### src/sv/cua_pkg.sv
// ----------------------------------------------------------------------------
// cua_pkg: shared types and constants of the contiguous unit allocator
// Field widths, command and policy codes, register indexes and the control
// and flag groups passed between the sequencer and the scan unit.
// ----------------------------------------------------------------------------
package cua_pkg;

  // default sizing of the unit map
  localparam int DEF_MEM_UNITS  = 128;
  localparam int DEF_LABEL_BITS = 8;

  // fixed port field widths
  localparam int OP_W      = 2;
  localparam int LABEL_W   = 8;
  localparam int LEN_W     = 8;
  localparam int START_W   = 7;
  localparam int COUNT_W   = 8;
  localparam int CFG_IDX_W = 1;
  localparam int CFG_DAT_W = 8;
  localparam int MODE_W    = 2;

  // command codes
  typedef enum logic [OP_W-1:0] {
    OP_ALLOC   = 2'd0,
    OP_RELEASE = 2'd1,
    OP_FIND    = 2'd2
  } op_t;

  // placement policies
  typedef enum logic [MODE_W-1:0] {
    FIT_FIRST = 2'd0,
    FIT_BEST  = 2'd1,
    FIT_NEXT  = 2'd2
  } fit_t;

  // configuration register indexes
  localparam logic [CFG_IDX_W-1:0] CFG_FIT_MODE = 1'b0;
  localparam logic [CFG_IDX_W-1:0] CFG_UNITS    = 1'b1;

  // register reset values
  localparam logic [MODE_W-1:0]    FIT_MODE_RST = FIT_FIRST;
  localparam logic [CFG_DAT_W-1:0] UNITS_RST    = 8'd128;

  // result status codes
  localparam logic ST_OK   = 1'b0;
  localparam logic ST_FAIL = 1'b1;

  // per-cycle control of the scan unit
  typedef struct packed {
    logic clear;      // start of a new command
    logic step;       // one unit owner is presented
    logic last;       // the presented unit is the last managed one
    logic count_all;  // count every label hit, not only the first run
  } scan_ctl_t;

  // what the scan has found so far
  typedef struct packed {
    logic ff_found;   // lowest fitting start seen
    logic hi_found;   // fitting start at or above the pointer seen
    logic best_found; // some maximal free run is long enough
    logic lab_seen;   // label present
  } scan_flags_t;

endpackage

### src/sv/cua_map.sv
// ----------------------------------------------------------------------------
// cua_map: unit owner store
// One write port and one read port with registered read data.
// ----------------------------------------------------------------------------
module cua_map #(
  parameter int MEM_UNITS  = cua_pkg::DEF_MEM_UNITS,
  parameter int LABEL_BITS = cua_pkg::DEF_LABEL_BITS,
  localparam int IW = $clog2(MEM_UNITS)
) (
  input  logic                  clk,
  input  logic                  wr_en,
  input  logic [IW-1:0]         wr_addr,
  input  logic [LABEL_BITS-1:0] wr_data,
  input  logic                  rd_en,
  input  logic [IW-1:0]         rd_addr,
  output logic [LABEL_BITS-1:0] rd_data
);

  logic [LABEL_BITS-1:0] mem [MEM_UNITS];

  // write port
  always_ff @(posedge clk) begin
    if (wr_en) begin
      mem[wr_addr] <= wr_data;
    end
  end

  // read port, registered
  always_ff @(posedge clk) begin
    if (rd_en) begin
      rd_data <= mem[rd_addr];
    end
  end

endmodule

### src/sv/cua_scan.sv
// ----------------------------------------------------------------------------
// cua_scan: per-unit run tracker
// Takes one unit owner per cycle while step is high and keeps free-run, fit and
// label statistics for first, next and best fit and for release and find.
// ----------------------------------------------------------------------------
module cua_scan #(
  parameter int MEM_UNITS  = cua_pkg::DEF_MEM_UNITS,
  parameter int LABEL_BITS = cua_pkg::DEF_LABEL_BITS,
  localparam int IW = $clog2(MEM_UNITS),
  localparam int CW = $clog2(MEM_UNITS + 1)
) (
  input  logic                   clk,
  input  logic                   rst_n,
  input  cua_pkg::scan_ctl_t     ctl,
  input  logic [IW-1:0]          idx,
  input  logic [LABEL_BITS-1:0]  owner,
  input  logic [LABEL_BITS-1:0]  label,
  input  logic [CW-1:0]          len,
  input  logic [IW-1:0]          ptr,
  output logic                   rel_hit,
  output cua_pkg::scan_flags_t   flags,
  output logic [IW-1:0]          ff_start,
  output logic [IW-1:0]          hi_start,
  output logic [IW-1:0]          best_start,
  output logic [IW-1:0]          lab_start,
  output logic [CW-1:0]          lab_cnt
);
  import cua_pkg::*;

  logic [CW-1:0] run_len_r;
  logic [IW-1:0] run_beg_r;
  logic [CW-1:0] hi_len_r;
  logic [IW-1:0] hi_beg_r;
  logic [CW-1:0] best_len_r;
  logic          rel_done_r;
  scan_flags_t   flags_r;
  logic [IW-1:0] ff_start_r;
  logic [IW-1:0] hi_start_r;
  logic [IW-1:0] best_start_r;
  logic [IW-1:0] lab_start_r;
  logic [CW-1:0] lab_cnt_r;

  logic          unit_free;
  logic          unit_match;
  logic          at_or_above;
  logic [CW-1:0] run_new;
  logic [IW-1:0] run_beg;
  logic [CW-1:0] hi_new;
  logic [IW-1:0] hi_beg;
  logic          run_close;
  logic [CW-1:0] close_len;
  logic          best_upd;
  logic          cnt_inc;

  // unit classification
  assign unit_free   = (owner == '0);
  assign unit_match  = (owner == label);
  assign at_or_above = (idx >= ptr);

  // free run through this unit, and the part of it at or above the pointer
  assign run_new = unit_free ? run_len_r + 1'b1 : '0;
  assign run_beg = (run_len_r == '0) ? idx : run_beg_r;
  assign hi_new  = (unit_free && at_or_above) ? hi_len_r + 1'b1 : '0;
  assign hi_beg  = (hi_len_r == '0) ? idx : hi_beg_r;

  // a maximal run ends at an owned unit or at the last managed unit
  assign run_close = (!unit_free && run_len_r != '0) || (unit_free && ctl.last);
  assign close_len = unit_free ? run_new : run_len_r;
  assign best_upd  = run_close && close_len >= len &&
                     (!flags_r.best_found || close_len < best_len_r);

  // label hits: a release takes only the first run
  assign rel_hit = ctl.step && unit_match && !rel_done_r;
  assign cnt_inc = ctl.step && unit_match && (ctl.count_all || !rel_done_r);

  // control flags, run lengths and the label count
  always_ff @(posedge clk) begin
    if (!rst_n || ctl.clear) begin
      flags_r    <= '0;
      rel_done_r <= 1'b0;
      run_len_r  <= '0;
      hi_len_r   <= '0;
      lab_cnt_r  <= '0;
    end else if (ctl.step) begin
      run_len_r <= run_new;
      hi_len_r  <= hi_new;
      if (unit_free && !flags_r.ff_found && run_new >= len) begin
        flags_r.ff_found <= 1'b1;
      end
      if (unit_free && at_or_above && !flags_r.hi_found && hi_new >= len) begin
        flags_r.hi_found <= 1'b1;
      end
      if (best_upd) begin
        flags_r.best_found <= 1'b1;
      end
      if (unit_match) begin
        flags_r.lab_seen <= 1'b1;
      end
      if (flags_r.lab_seen && !unit_match) begin
        rel_done_r <= 1'b1;
      end
      if (cnt_inc) begin
        lab_cnt_r <= lab_cnt_r + 1'b1;
      end
    end
  end

  // positions and lengths
  always_ff @(posedge clk) begin
    if (ctl.step) begin
      run_beg_r <= run_beg;
      hi_beg_r  <= hi_beg;
      if (unit_free && !flags_r.ff_found && run_new >= len) begin
        ff_start_r <= run_beg;
      end
      if (unit_free && at_or_above && !flags_r.hi_found && hi_new >= len) begin
        hi_start_r <= hi_beg;
      end
      if (best_upd) begin
        best_start_r <= run_beg;
        best_len_r   <= close_len;
      end
      if (unit_match && !flags_r.lab_seen) begin
        lab_start_r <= idx;
      end
    end
  end

  assign flags      = flags_r;
  assign ff_start   = ff_start_r;
  assign hi_start   = hi_start_r;
  assign best_start = best_start_r;
  assign lab_start  = lab_start_r;
  assign lab_cnt    = lab_cnt_r;

endmodule

### src/sv/contiguous_unit_allocator.sv
// ----------------------------------------------------------------------------
// contiguous_unit_allocator: first, best and next fit unit allocator
// An allocate request scans the managed units and then fills the granted stretch
// on a grant; release and find scan the managed units. Commands with a zero label
// or an unusable length answer without a scan. One command at a time.
// The scan reads one unit per cycle from the single-read-port owner store.
// Reset: a clearing pass writes every unit free with busy high;
// results cannot be stalled by the receiver.
// ----------------------------------------------------------------------------
module contiguous_unit_allocator #(
  parameter int MEM_UNITS  = cua_pkg::DEF_MEM_UNITS,
  parameter int LABEL_BITS = cua_pkg::DEF_LABEL_BITS
) (
  input  logic                            clk,
  input  logic                            rst_n,
  // command transfer
  input  logic                            start,
  output logic                            busy,
  input  logic [cua_pkg::OP_W-1:0]        in_operation,
  input  logic [cua_pkg::LABEL_W-1:0]     in_label_id,
  input  logic [cua_pkg::LEN_W-1:0]       in_request_length,
  // result transfer
  output logic                            out_valid,
  output logic                            out_status,
  output logic [cua_pkg::START_W-1:0]     out_start_unit,
  output logic [cua_pkg::COUNT_W-1:0]     out_unit_count,
  // configuration writes
  input  logic                            cfg_valid,
  output logic                            cfg_ready,
  input  logic [cua_pkg::CFG_IDX_W-1:0]   cfg_index,
  input  logic [cua_pkg::CFG_DAT_W-1:0]   cfg_wdata
);
  import cua_pkg::*;

  localparam int IW  = $clog2(MEM_UNITS);
  localparam int CW  = $clog2(MEM_UNITS + 1);
  localparam int NW  = (CW > CFG_DAT_W) ? CW : CFG_DAT_W;
  localparam int LWW = LABEL_BITS + LABEL_W;
  localparam int SWW = IW + START_W;
  localparam int KWW = CW + COUNT_W;

  typedef enum logic [6:0] {
    S_CLEAR  = 7'b0000001,
    S_IDLE   = 7'b0000010,
    S_SCAN   = 7'b0000100,
    S_TAIL   = 7'b0001000,
    S_DECIDE = 7'b0010000,
    S_FILL   = 7'b0100000,
    S_RESP   = 7'b1000000
  } state_t;

  state_t                state_r, state_nxt;
  logic [MODE_W-1:0]     fit_mode_r;
  logic [CFG_DAT_W-1:0]  units_r;
  logic [IW-1:0]         next_ptr_r;

  logic [OP_W-1:0]       op_r;
  logic [LABEL_BITS-1:0] label_r;
  logic [CW-1:0]         len_r;
  logic [IW-1:0]         last_idx_r;
  logic [IW-1:0]         ptr_r;

  logic [IW-1:0]         clr_idx_r;
  logic [IW-1:0]         rd_idx_r;
  logic                  step_vld_r;
  logic                  step_last_r;
  logic [IW-1:0]         step_idx_r;
  logic [IW-1:0]         fill_idx_r;
  logic [CW-1:0]         fill_cnt_r;

  logic                  res_status_r;
  logic [IW-1:0]         res_start_r;
  logic [CW-1:0]         res_count_r;

  logic                  accept;
  logic [NW-1:0]         units_ext;
  logic [NW-1:0]         n_calc;
  logic [NW-1:0]         len_ext;
  logic [LWW-1:0]        label_wide;
  logic [LABEL_BITS-1:0] in_label;
  logic                  early_fail;
  logic [IW-1:0]         ptr_calc;

  logic                  mem_wr_en;
  logic [IW-1:0]         mem_wr_addr;
  logic [LABEL_BITS-1:0] mem_wr_data;
  logic                  mem_rd_en;
  logic [LABEL_BITS-1:0] mem_rd_data;

  scan_ctl_t             scan_ctl;
  scan_flags_t           scan_flags;
  logic                  rel_hit;
  logic [IW-1:0]         ff_start;
  logic [IW-1:0]         hi_start;
  logic [IW-1:0]         best_start;
  logic [IW-1:0]         lab_start;
  logic [CW-1:0]         lab_cnt;

  logic                  grant_ok;
  logic [IW-1:0]         grant_start;
  logic [SWW-1:0]        start_wide;
  logic [KWW-1:0]        count_wide;

  // command transfer and configuration handshake
  assign accept    = start && !busy;
  assign busy      = (state_r != S_IDLE);
  assign cfg_ready = 1'b1;

  always_ff @(posedge clk) begin
    if (!rst_n) begin
      fit_mode_r <= FIT_MODE_RST;
      units_r    <= UNITS_RST;
    end else if (cfg_valid && cfg_ready) begin
      unique case (cfg_index)
        CFG_FIT_MODE: fit_mode_r <= cfg_wdata[MODE_W-1:0];
        CFG_UNITS:    units_r    <= cfg_wdata;
        default:      ;
      endcase
    end
  end

  // managed count, clamped to 1..MEM_UNITS
  assign units_ext = NW'(units_r);
  always_comb begin
    if (units_r == '0) begin
      n_calc = NW'(1);
    end else if (units_ext > NW'(MEM_UNITS)) begin
      n_calc = NW'(MEM_UNITS);
    end else begin
      n_calc = units_ext;
    end
  end

  // command checks done before any scan
  assign len_ext    = NW'(in_request_length);
  assign label_wide = LWW'(in_label_id);
  assign in_label   = label_wide[LABEL_BITS-1:0];
  assign ptr_calc   = (NW'(next_ptr_r) < n_calc) ? next_ptr_r : '0;

  always_comb begin
    unique case (in_operation)
      OP_ALLOC:   early_fail = (in_label == '0) || (in_request_length == '0) ||
                               (len_ext > n_calc);
      OP_RELEASE: early_fail = (in_label == '0);
      OP_FIND:    early_fail = (in_label == '0);
      default:    early_fail = 1'b1;
    endcase
  end

  // command registers
  always_ff @(posedge clk) begin
    if (accept) begin
      op_r       <= in_operation;
      label_r    <= in_label;
      len_r      <= len_ext[CW-1:0];
      last_idx_r <= IW'(n_calc - NW'(1));
      ptr_r      <= ptr_calc;
    end
  end

  // placement choice at the end of the scan
  always_comb begin
    unique case (fit_mode_r)
      FIT_BEST: begin
        grant_ok    = scan_flags.best_found;
        grant_start = best_start;
      end
      FIT_NEXT: begin
        grant_ok    = scan_flags.hi_found || scan_flags.ff_found;
        grant_start = scan_flags.hi_found ? hi_start : ff_start;
      end
      default: begin
        grant_ok    = scan_flags.ff_found;
        grant_start = ff_start;
      end
    endcase
  end

  // sequencer
  always_comb begin
    state_nxt = state_r;
    unique case (state_r)
      S_CLEAR:  if (clr_idx_r == IW'(MEM_UNITS - 1)) state_nxt = S_IDLE;
      S_IDLE:   if (accept) state_nxt = early_fail ? S_RESP : S_SCAN;
      S_SCAN:   if (rd_idx_r == last_idx_r) state_nxt = S_TAIL;
      S_TAIL:   state_nxt = S_DECIDE;
      S_DECIDE: state_nxt = (op_r == OP_ALLOC && grant_ok) ? S_FILL : S_RESP;
      S_FILL:   if (fill_cnt_r == CW'(1)) state_nxt = S_RESP;
      S_RESP:   state_nxt = S_IDLE;
      default:  state_nxt = S_IDLE;
    endcase
  end

  always_ff @(posedge clk) begin
    if (!rst_n) begin
      state_r <= S_CLEAR;
    end else begin
      state_r <= state_nxt;
    end
  end

  // clearing pass index
  always_ff @(posedge clk) begin
    if (!rst_n) begin
      clr_idx_r <= '0;
    end else if (state_r == S_CLEAR) begin
      clr_idx_r <= clr_idx_r + 1'b1;
    end
  end

  // read address walk and step pipeline behind the store read
  always_ff @(posedge clk) begin
    if (!rst_n) begin
      step_vld_r  <= 1'b0;
      step_last_r <= 1'b0;
    end else begin
      step_vld_r  <= (state_r == S_SCAN);
      step_last_r <= (state_r == S_SCAN) && (rd_idx_r == last_idx_r);
    end
  end

  always_ff @(posedge clk) begin
    if (accept) begin
      rd_idx_r <= '0;
    end else if (state_r == S_SCAN) begin
      rd_idx_r <= rd_idx_r + 1'b1;
    end
    step_idx_r <= rd_idx_r;
  end

  // fill walk over the granted stretch
  always_ff @(posedge clk) begin
    if (state_r == S_DECIDE) begin
      fill_idx_r <= grant_start;
      fill_cnt_r <= len_r;
    end else if (state_r == S_FILL) begin
      fill_idx_r <= fill_idx_r + 1'b1;
      fill_cnt_r <= fill_cnt_r - 1'b1;
    end
  end

  // next fit pointer
  always_ff @(posedge clk) begin
    if (!rst_n) begin
      next_ptr_r <= '0;
    end else if (state_r == S_DECIDE && op_r == OP_ALLOC && grant_ok &&
                 fit_mode_r == FIT_NEXT) begin
      next_ptr_r <= grant_start;
    end
  end

  // result registers
  always_ff @(posedge clk) begin
    if (accept) begin
      res_status_r <= ST_FAIL;
      res_start_r  <= '0;
      res_count_r  <= '0;
    end else if (state_r == S_DECIDE) begin
      if (op_r == OP_ALLOC) begin
        if (grant_ok) begin
          res_status_r <= ST_OK;
          res_start_r  <= grant_start;
          res_count_r  <= len_r;
        end
      end else if (scan_flags.lab_seen) begin
        res_status_r <= ST_OK;
        res_start_r  <= lab_start;
        res_count_r  <= lab_cnt;
      end
    end
  end

  assign start_wide     = SWW'(res_start_r);
  assign count_wide     = KWW'(res_count_r);
  assign out_valid      = (state_r == S_RESP);
  assign out_status     = res_status_r;
  assign out_start_unit = start_wide[START_W-1:0];
  assign out_unit_count = count_wide[COUNT_W-1:0];

  // store write port: clearing pass, release, fill
  always_comb begin
    mem_wr_en   = 1'b0;
    mem_wr_addr = clr_idx_r;
    mem_wr_data = '0;
    priority if (state_r == S_CLEAR) begin
      mem_wr_en = 1'b1;
    end else if (state_r == S_FILL) begin
      mem_wr_en   = 1'b1;
      mem_wr_addr = fill_idx_r;
      mem_wr_data = label_r;
    end else if (rel_hit && op_r == OP_RELEASE) begin
      mem_wr_en   = 1'b1;
      mem_wr_addr = step_idx_r;
    end else begin
      mem_wr_en   = 1'b0;
    end
  end

  assign mem_rd_en = (state_r == S_SCAN);

  cua_map #(
    .MEM_UNITS  (MEM_UNITS),
    .LABEL_BITS (LABEL_BITS)
  ) u_map (
    .clk     (clk),
    .wr_en   (mem_wr_en),
    .wr_addr (mem_wr_addr),
    .wr_data (mem_wr_data),
    .rd_en   (mem_rd_en),
    .rd_addr (rd_idx_r),
    .rd_data (mem_rd_data)
  );

  // scan unit control
  assign scan_ctl.clear     = accept;
  assign scan_ctl.step      = step_vld_r;
  assign scan_ctl.last      = step_last_r;
  assign scan_ctl.count_all = (op_r == OP_FIND);

  cua_scan #(
    .MEM_UNITS  (MEM_UNITS),
    .LABEL_BITS (LABEL_BITS)
  ) u_scan (
    .clk        (clk),
    .rst_n      (rst_n),
    .ctl        (scan_ctl),
    .idx        (step_idx_r),
    .owner      (mem_rd_data),
    .label      (label_r),
    .len        (len_r),
    .ptr        (ptr_r),
    .rel_hit    (rel_hit),
    .flags      (scan_flags),
    .ff_start   (ff_start),
    .hi_start   (hi_start),
    .best_start (best_start),
    .lab_start  (lab_start),
    .lab_cnt    (lab_cnt)
  );

`ifndef NO_ASSERTIONS
  // a result strobe lasts one cycle and the block is busy while it shows
  a_resp_single: assert property (@(posedge clk) disable iff (!rst_n)
    out_valid |=> !out_valid)
    else $error("result strobe longer than one cycle");

  a_resp_busy: assert property (@(posedge clk) disable iff (!rst_n)
    out_valid |-> busy)
    else $error("result shown while idle");

  // an accepted command keeps the block busy
  a_accept_busy: assert property (@(posedge clk) disable iff (!rst_n)
    accept |=> busy)
    else $error("not busy after command transfer");

  // the store is never written while idle
  a_no_idle_write: assert property (@(posedge clk) disable iff (!rst_n)
    !busy |-> !mem_wr_en)
    else $error("unit map written while idle");

  // grant write only after a successful fit decision
  a_fill_after_grant: assert property (@(posedge clk) disable iff (!rst_n)
    $rose(state_r == S_FILL) |-> $past(grant_ok) && $past(op_r == OP_ALLOC))
    else $error("fill without a grant");
`endif

endmodule

### config.mk
export PLATFORM = sky130hd
export DESIGN_NAME = contiguous_unit_allocator
export DESIGN_NICKNAME = d
export VERILOG_FILES = /design/src/sv/cua_pkg.sv /design/src/sv/cua_map.sv /design/src/sv/cua_scan.sv /design/src/sv/contiguous_unit_allocator.sv
export SDC_FILE = /design/constraint.sdc
export NUM_CORES = 2
export LEC_CHECK = 0
export BUFFER_PORTS_ARGS = -buffer_cell sky130_fd_sc_hd__clkbuf_2
export CAP_MARGIN = 20
export CORE_MARGIN = 3
export CORE_UTILIZATION = 30
export CTS_BUF_LIST = sky130_fd_sc_hd__clkbuf_8
export CTS_CLUSTER_SIZE = 24
export DETAILED_ROUTE_END_ITERATION = 10
export GPL_TIMING_DRIVEN = 0
export MAX_ROUTING_LAYER = met4
export PLACE_DENSITY = 0.51
export REMOVE_ABC_BUFFERS = 1
export SYNTH_ARGS = -nofsm -noshare
export SYNTH_HDL_FRONTEND = slang
export SYNTH_HIERARCHICAL = 1
export SYNTH_SLANG_ARGS = --single-unit
### constraint.sdc
create_clock -name clk -period 5.1 [get_ports clk]
set_input_delay 1.02 -clock clk [delete_from_list [all_inputs] [get_ports clk]]
set_output_delay 1.02 -clock clk [all_outputs]
set_load 0.05 [all_outputs]
# Word level (Yosys, flattened, before mapping)
# Memories as Yosys holds them, arrays and structs flattened. A register that Yosys moved wholly into a read port is not among the register bits.
# Index checks and enable logic that the tools add are counted.
# word_totals
latchBits	0
mem_bits_ro	0
n_memories	1
ff_bits	189
word_cells	176
mem_bits_rw	1024
# op_classes
n_lt_le_gt_ge	8
div	0
mux	41
shift	0
mul	0
n_addsub	8
n_bitwise	1
eq_ne	23
n_reduce_logical	60
# memory_table
memory	depth	word_bits	rd	rd_clocked_by_memory_dff	wr	line	rtl
u_map.mem	128	8	1	1	1	cua_map.sv:19	logic [LABEL_BITS-1:0] mem [MEM_UNITS];
# op_table
cell	n
$mux W7	17
$mux W8	12
$logic_not A8 Y1	6
$pmux W7 S6	1
$add A8 B1 Y8 const B	3
$ge A8 B8 Y1	3
$add A7 B1 Y7 const B	3
$logic_and A1 B1 Y1	21
$reduce_and A2 Y1	9
$eq A7 B7 Y1 const B	2
$pmux W7 S2	1
$logic_not A1 Y1	9
$eq A8 B1 Y1 const B	1
$eq A8 B8 Y1	1
$gt A8 B8 Y1	1
$gt A8 B8 Y1 const B	1
$lt A7 B8 Y1	1
$lt A8 B8 Y1	1
$mux W1	8
$ne A2 B2 Y1 const B	4
$reduce_bool A8 Y1	1
$sub A8 B1 Y8 const B	1
$eq A7 B1 Y1 const B	1
$eq A7 B2 Y1 const B	1
19 further kinds	32

# Depth between registers and ports, before layout
# depth
word_depth	9
mapped_depth	15

# By module
# Netlist, hierarchy kept.
# by_module_without_submodules
module	cells_per_inst	instances	area_per_inst_um2	seq_area_each_um2
cua_map	1635	1	39745.6	30989.7
contiguous_unit_allocator	554	1	5525.3	2672.6
cua_scan	436	1	4541.9	2082.0

# Worst setup path before layout
# No wires, ideal clock.
# synth_path
path_kind	flip-flop to flip-flop
start	reg state_r[3]
end	reg u_scan.lab_cnt_r[0] (netlist: u_scan/lab_cnt[0])
required_time_ns	4.972
path_stages_with_launch	10
setup_time_ns	0.128
slack_ns	0.963
arrival_time_ns	4.010
synth_period_minus_slack_ns	4.137
cell_sequence	dfxtp_1 clkbuf_1 nor3_2 nand4b_1 nor2_1 clkbuf_1 nand2b_1 clkbuf_1 buf_1 nor2_1
# synth_via
elab_chain_len	4
# synth_lines
item	line	rtl
from (decl)	contiguous_unit_allocator.sv:52	state_t state_r, state_nxt;
from (signal assigned)	contiguous_unit_allocator.sv:198	state_r <= state_nxt;
$ne A7 B2 Y1	contiguous_unit_allocator.sv:106	assign busy = (state_r != S_IDLE);
via busy	contiguous_unit_allocator.sv:18	output logic busy,
$logic_not A1 Y1	contiguous_unit_allocator.sv:105	assign accept = start && !busy;
$logic_and A1 B1 Y1	contiguous_unit_allocator.sv:105	
via accept	contiguous_unit_allocator.sv:75	logic accept;
$logic_or A1 B1 Y1	cua_scan.sv:78	if (!rst_n || ctl.clear) begin
to (signal assigned)	cua_scan.sv:103	lab_cnt_r <= lab_cnt_r + 1'b1;
to (decl)	cua_scan.sv:41	logic [CW-1:0] lab_cnt_r;
# The timed path passes the listed nets, and every way through them passes these cells.
# A chain may end at the register's enable or synchronous reset.

# Worst setup path in the final report
# layout_path
start	reg u_map.rd_data[1] (read register of u_map.mem)
end	mem u_map/mem[107][0] (netlist name), enable pin
# layout_via
word_cells_on_any_way	12
# layout_rtl
item	line	rtl
from (decl)	cua_map.sv:16	output logic [LABEL_BITS-1:0] rd_data
$eq A8 B8 Y1	cua_scan.sv:57	assign unit_match = (owner == label);
$logic_and A1 B1 Y1 (2 in series)	cua_scan.sv:73	assign rel_hit = ctl.step && unit_match && !rel_done_r;
via rel_hit	contiguous_unit_allocator.sv:92	logic rel_hit;
$logic_and A1 B1 Y1	contiguous_unit_allocator.sv:291	end else if (rel_hit && op_r == OP_RELEASE) begin
$mux W7	contiguous_unit_allocator.sv:291	
$mux W7	contiguous_unit_allocator.sv:287	end else if (state_r == S_FILL) begin
$mux W7	contiguous_unit_allocator.sv:285	priority if (state_r == S_CLEAR) begin
via mem_wr_addr[3]	contiguous_unit_allocator.sv:85	logic [IW-1:0] mem_wr_addr;
to (decl)	cua_map.sv:19	
# The timed path passes the listed nets, and every way through them passes these cells.

==> flow_summary.json <==
{
  "status": "finished clean",
  "cp.required_ps": 5630,
  "r2r-start": "u_map/rd_data[1]",
  "grt_first_pass_wirelength_um": 178000,
  "clk_latency_ps": 910,
  "dpl.hpwl_um": 77300,
  "seq_area_frac_synth_pct": 71.8,
  "worstPathArrival_ps": 5490,
  "min_path_type": "in2reg",
  "pin_count": 50,
  "initial_utilization_pct": 30.4,
  "register_area_um2": 35800,
  "stdcell_count": 5141,
  "antenna_left": 0,
  "grt_usage_pct": 14.6,
  "setup_ws_ps": 145,
  "routed.top_layer": "met4",
  "gp_congestion": 0.761,
  "synth-main-ff-cell": "edfxtp_1",
  "cp_max_fo": 13,
  "grt_max_degree": 81,
  "period_share_pct": 97.1,
  "synth-seq-cells": 1221,
  "crit_path_start_kind": "register",
  "die_h_um": 413,
  "fp.dieArea_um2": 171000,
  "drive_above_1_share_pct": 27.0,
  "worst_pin_slew_ps": 1080,
  "hold_viol_final": 0,
  "post-synth-top-area-cell": "edfxtp_1",
  "fmax_mhz": 202,
  "power_per_cell_area_nw_per_um2": 387,
  "hold_buffers": 0,
  "dr.first_iter.drc_count": 2212,
  "min_from": "in_operation[1]",
  "antenna_found_initial": 8,
  "cts_tree": "built",
  "p_leak_nw": 15.5,
  "layout_commonest_cell": "edfxtp_1",
  "async_flop_share_pct": 0,
  "grt_overflow": 0,
  "synth-edff-count": 1129,
  "synth_area_leaders": "edfxtp_1 68%, mux4_2 15%, dfxtp_1 3.7%",
  "dpl.cell_count": 4765,
  "h-tree-depth": 4,
  "switchingPower_mw": 5.89,
  "cts-root-buf": "clkbuf_8",
  "grt_pass1_vias": 25680,
  "wl_um": 121000,
  "wl_met3_um": 7100,
  "dr_total_vias": 25012,
  "vias_per_cell": 4.87,
  "synth_area_um2": 49800,
  "wl_per_cell_um": 23.6,
  "finalSetupViolations": 0,
  "final_nets": 2895,
  "crit_start": "u_map/rd_data[1]",
  "pwr-share-clk_pct": 36.2,
  "max_cap_viol_count": 0,
  "relSlewSlack_pct": 28.2,
  "drc_errors": 0,
  "areaGrowthSynthToFinish_pct": 14.9,
  "yosysWarnings": 6,
  "internal_power_mw": 16.3,
  "final.fill_count": 15383,
  "p_seq_share_pct": 50.6,
  "pre_cts_slack_ps": -678,
  "core_um2": 164000,
  "syn_inst": 2625,
  "synth_area_per_cell_um2": 19.0,
  "period_needed_ps": 4950,
  "combPwrFrac_pct": 13.2,
  "port-buffer-count": 48,
  "rsz0062_at_grt": "true",
  "multi_input_area_um2": 13500,
  "wl_met2_um": 57900,
  "fin_hold_ws_ps": 347,
  "firstDrtPassIters": 7,
  "cts.sinks": 1221,
  "yosysUniqueCellTypes": 80,
  "wl_met1_um": 53800,
  "yosys.area.top_type_share_pct": 68.1,
  "fin_util_pct": 34.9,
  "critPathKind": "reg2reg",
  "numCtsBuffers": 196,
  "die_w_um": 413,
  "drv_slew": 0,
  "ir_drop_mv": 0.263,
  "layout_common_cells": "1129 x edfxtp_1, 336 x mux4_2, 200 x clkbuf_8",
  "row_count": 148,
  "clkTransAtPathRegs_ps": 60,
  "swShare_pct": 26.6,
  "worstSetupEndpointType": "register",
  "cts_buffer_depth": 3,
  "clock-skew-final_ps": 55.6
}
==> worst paths after layout <==
path,to,slack (ps),depth (start not counted)
setup / recovery,u_map/mem[107][0],150,13
hold / removal,op_r[1],350,1
setup reg to reg,u_map/mem[107][0],150,13
hold reg to reg,out_start_unit[2],480,2
==> power by group through the flow <==
stage | combinational [mW] | clock [mW] | sequential, mW
global route | 3.12 | 8.79 | 11.2
finish | 2.92 | 8.02 | 11.2
detailed placement | 2.96 | 0 | 11.4
global placement | 1.99 | 0 | 12.0
floorplan | 1.49 | 0 | 11.9
CTS | 2.99 | 8.31 | 11.2
==> logic make-up after synthesis <==
family	share of synthesized area (%)
muxes	16.2
other	0.00753
DFF	71.8
AOI/OAI and AO/OA	2.71
xor gates and xnor gates	1.05
adders and majority gates	1.71
and+or+nand+nor	5.00
buffers and inverters	1.60
==> worst max-delay path, cell delays in order, from the launching register on <==
cell	delay [ps]
edfxtp_1	470
xnor2_1	210
nand4_1	120
buf_4	200
nor2_4	230
nand2_1	120
nor2_1	150
nand3b_1	200
a21o_1	360
o21ai_0	460
buf_4	270
nor2b_1	490
nand3_1	470
nor2_1	800
==> area by class of cell <==
type,count,area share (%)
sequential,1221,62.5
multi-input combinational,1219,23.6
clock buffer,200,4.81
tap,2175,4.76
timing repair buffer,107,2.30
clock inverter,160,1.65
inverter,51,0.343
antenna,8,0.0350
==> registers in the layout, indices dropped and copies added (netlist names), 8 cells and up <==
signal             cells
fill_cnt_r             8
label_r                8
len_r                  8
out_unit_count         8
u_map/mem           1024
u_map/rd_data          8
u_scan/best_len_r      8
u_scan/hi_len_r        8
u_scan/lab_cnt         8
u_scan/run_len_r       8
units_ext              8
==> synth_stat cells, drive strengths merged, types with 3 or more instances <==
cell type,count
nor2,186
a21oi,57
nand4,27
a31oi,5
nor3,29
o2111ai,3
o21bai,3
and4,3
edfxtp,1129
o21a,7
nor4,12
mux4,336
mux2,21
a21o,8
xor2,20
or3,6
o211ai,7
nand2b,23
xnor2,40
a311oi,9
inv,48
or2,8
nor2b,21
a2111o,5
buf,62
clkbuf,72
dfxtp,92
a211oi,9
nor3b,5
o31a,3
nor4b,4
nand2,97
a32oi,7
o21ai,43
ha,68
mux2i,24
clkinv,3
and2,23
and3,10
nand3,46
a21boi,18
==> stage by stage <==
step                       TNS, ps  instance area [µm²]  power, mW
after floorplan            -150150                49200       13.4
after global placement    -3483080                52200       14.0
after detailed placement   -112930                53300       14.4
after CTS                        0                57200       22.5
after global routing         -74.8                57200       23.1
final                            0                57200       22.2
==> metal layers <==
metal | vias up | track usage [%]
met3 | 170 | 3.42
met4 | 0 | 4.21
met1 | 13148 | 19.5
met5 | - | -
li1 | 11040 | -
met2 | 654 | 22.4
==> what timing repair did <==
| action | in CTS | in global routing |
|---|---|---|
| pin swaps | 4 | 0 |
| setup endpoints to repair | 842 | 8 |
| setup buffers | 7 | 0 |
| resized for setup | 51 | 0 |
No activity file was read; power rests on OpenSTA's default activity.
